==> config.mk <==
export PLATFORM = sky130hd
export DESIGN_NAME = tbpr_ram
export DESIGN_NICKNAME = d
export VERILOG_FILES = /design/src/hdl/tbpr_ram.sv
export SDC_FILE = /design/constraint.sdc
export NUM_CORES = 2
export LEC_CHECK = 0
export BUFFER_PORTS_ARGS = -buffer_cell sky130_fd_sc_hd__buf_4
export CAP_MARGIN = 20
export CORE_MARGIN = 10
export CORE_UTILIZATION = 53
export CTS_CLUSTER_DIAMETER = 120
export DETAILED_ROUTE_END_ITERATION = 12
export GPL_ROUTABILITY_DRIVEN = 0
export PLACE_DENSITY = 0.75
export SLEW_MARGIN = 0
export SYNTH_ARGS = -nofsm -noshare
export SYNTH_HDL_FRONTEND = slang
export SYNTH_SLANG_ARGS = --single-unit
export TNS_END_PERCENT = 10
==> constraint.sdc <==
create_clock -name clk -period 6 [get_ports clk]
set_clock_uncertainty 0.15 [all_clocks]
set_input_delay 0 -clock clk [delete_from_list [all_inputs] [get_ports clk]]
set_output_delay 0 -clock clk [all_outputs]
set_load 0.02 [all_outputs]
==> src/hdl/tbpr_ram.sv <==
// Generic single-write, single-read synchronous RAM with a registered read.
// A read of the address being written in the same cycle returns the old data.
module tbpr_ram #(
  parameter int WIDTH = 8,
  parameter int DEPTH = 256
) (
  input  logic                     clk,
  input  logic                     we,
  input  logic [$clog2(DEPTH)-1:0] waddr,
  input  logic [WIDTH-1:0]         wdata,
  input  logic [$clog2(DEPTH)-1:0] raddr,
  output logic [WIDTH-1:0]         rdata
);

  logic [WIDTH-1:0] mem [DEPTH];

  always_ff @(posedge clk) begin
    if (we) begin
      mem[waddr] <= wdata;
    end
    rdata <= mem[raddr];
  end

endmodule

==> metrics <==
commonest register cell after synthesis edfxtp_1; #FFs+latches synth 2,056; worst setup margin 2.81 ns; top post-synthesis cells by count edfxtp_1, mux4_2, nor2_1, mux2i_1, a22oi_1; LEAKAGE 0.0271 µW; first-pass GRT wire length 276,000 µm; Cell Int Power 23,200 µW; Reg2Reg Setup Slack 2.81 ns; Hold Path Class input port to register; Sw Pwr 6180 µW; cts bufs inserted 191; WL per Instance 31.3 µm; worst-path cell chain mux4_2 > nand2b_1 > a311oi_1 > dlygate4sd3_1 > o221ai_1 > dlygate4sd3_1 > a211oi_1 > nor4_1; IO Port Bufs 33; Final min period 3.19 ns; Reg2Reg Depth 8; antenna viol nets, final 0; switching share of power 21.0%; FP Rows 142; EDFF count, synth 2,048; Sink Count 2,056; main area contributors after synthesis edfxtp_1, mux4_2, mux2i_1, nor2_1, a22oi_1; Top Ports 34; crit path capture rdata[3]$_DFF_P_; gr usage total 22.4%; sequential share of the synthesized area 77.5%; area of the core 0.149 mm²; register clock-pin slew on the reported worst setup and hold paths 0.06 ns; DRC Markers 0; die width 407 µm; Synth area leader edfxtp_1; Max Slew Vio Count 0; die height 407 µm; placed cell area 0.0817 mm²; WL final 188,000 µm; Slew HR 18.2%; synthesized area 0.0796 mm²; pwr dens 333 mW/mm²; pin count of the biggest net entering global routing 154; Mapped Avg Cell Area 21.3 µm²; Synth cell types 55; worst path required time 6.53 ns; HPWL Detailed 111,000 µm; Antenna diodes 0; area share of the largest cell type after synthesis 77.3%; vias per inst 6.55; fin cells 6,010; worst slew pin tran 1.22 ns; Die ar. 0.166 mm²; Placed Cells 5,628; # resized after CTS 0; Setup crit start kind register; CP Capture Type register; Flop pwr share 53.9%; worst hold stages 5; CTS root buffer clkbuf_16; DRT Pass-1 Iters 6; Max IR drop VDD 360 µV; area grow syn2layout 10.9%; CTS max path bufs 3; endpoints failing hold 0; layout cells sized above 1 21.7%; reg2reg end rdata[3]$_DFF_P_; Crit Path Class register to register; max-cap check violation count 0; Detail Route met3 WL 20,100 µm; met1 wire length 71,100 µm; CTS H-tree depth 4; initial antenna violation count 5; Worst path most repeated cell dlygate4sd3_1; initial DRC count 5,807; Gate Count Post-Synth 3,733; nets@finish 3,855; CTS tree built; Fmax achieved 0.314 GHz; Vias 39.4k; CP peak stage delay 0.63 ns; Worst Setup SP mem[42][3]$_DFFE_PP_; Final period util 53.1%; Top Layer Used met5; final setup vio count 0; Max Fanout on Critical Path 1; Combinational Power Share 4.8%; worst r2r src mem[42][3]$_DFFE_PP_; Initial Utilization 53.2%; slowest CP cell dlygate4sd3_1; number of global-route vias before repair 39.3k; CP arrival 3.72 ns; global route total overflow 0; Mapped Nets 3,759; status complete, no violations; Placement Setup Slack 2.18 ns; RSZ-0062 raised after global routing no; clock network power share 41.3%; Syn. warnings 0; async set-or-reset flop fraction in the synthesized netlist 0%; most frequent cell after synthesis edfxtp_1; routed length on met2 89,800 µm; design area 0.0883 mm²; worst-skew pair later-pin latency 0.84 ns; Setup TNS Final 0 ns
[layer usage]
metal,global-route usage (%),up-vias
li1,-,15900
met2,34.8,2478
met3,4.98,409
met4,8.30,4
met5,0,-
met1,31.6,20600
[final cells by class]
| cell class | instances | area [µm²] |
|---|---|---|
| Sequential cell | 2056 | 61700 |
| Fill cell | 10200 | 61200 |
| Multi-Input combinational cell | 1442 | 16500 |
| Clock buffer | 228 | 4980 |
| Tap cell | 2016 | 2520 |
| Clock inverter | 130 | 1310 |
| Timing Repair Buffer | 136 | 1280 |
| Inverter | 2 | 7.51 |
[sequential cells by signal, summed over array words and instances (netlist names)]
register  count
mem        2048
rdata         8
[through the flow]
step                      power (µW)  utilization [%]  hold WS [ns]
after global routing           30200             59.1         0.106
final                          29400             59.1        0.0830
after CTS                      29500             59.0        0.0303
after detailed placement       17500             54.7         0.367
after floorplan                16900                -       -0.0511
after global placement         17500             54.7         0.369
[critical path: cells and delay by family (launching register included)]
family | cells | cell delay [ns]
compound gates | 3 | 0.61
flops | 1 | 0.37
mux | 1 | 0.46
simple gates | 2 | 0.23
buf+inv | 2 | 1.22
[what timing repair did]
item | in CTS | in global routing
hold buffers | 22 | 0
hold endpoints to repair | 1290 | 0
setup buffers | 0 | 0
[cells by family (layout without fill, tap and decap cells)]
logic type	count (synthesis)	count (layout)	share of synthesized area (%)
AO/OA/AOI/OAI	385	385	3.42
buffers and inverters	235	496	1.83
flip-flops	2056	2056	77.5
multiplexers	591	591	14.6
AND/OR/NAND/NOR	466	466	2.63
[power groups by stage]
stage | registers, µW | logic [µW] | clock network, µW
after floorplan | 16200 | 769 | 0
after global routing | 15900 | 1470 | 12800
after global placement | 16200 | 1350 | 0
final | 15900 | 1400 | 12200
after detailed placement | 16200 | 1370 | 0
after CTS | 15900 | 1390 | 12300
[placed cells by master (no fill, tap or decap), drive strengths merged, types with 8 or more instances in the layout]
cell type / n
bufinv: 23
o221ai: 47
a22o: 8
a211oi: 16
o21ai: 12
nand4: 10
nand3: 34
o211ai: 10
nor2b: 31
nand2b: 8
o22ai: 28
dfxtp: 8
nor4: 27
a21oi: 96
clkinv: 96
mux2i: 134
nor2: 282
nor3: 22
mux4: 456
a221oi: 14
nand2: 33
inv: 8
dlygate4sd3: 22
buf: 106
a22oi: 133
edfxtp: 2048
clkbuf: 236
[worst min-delay path by stage]
stage,startpoint,endpoint
after floorplan,wdata[0],mem[0][0]$_DFFE_PP_
after global placement,wdata[0],mem[174][0]$_DFFE_PP_
after detailed placement,wdata[0],mem[174][0]$_DFFE_PP_
after CTS,raddr[4],rdata[6]$_DFF_P_
after global routing,wdata[0],mem[168][0]$_DFFE_PP_
final,raddr[3],rdata[5]$_DFF_P_
Power figures use the tool's default switching activity.
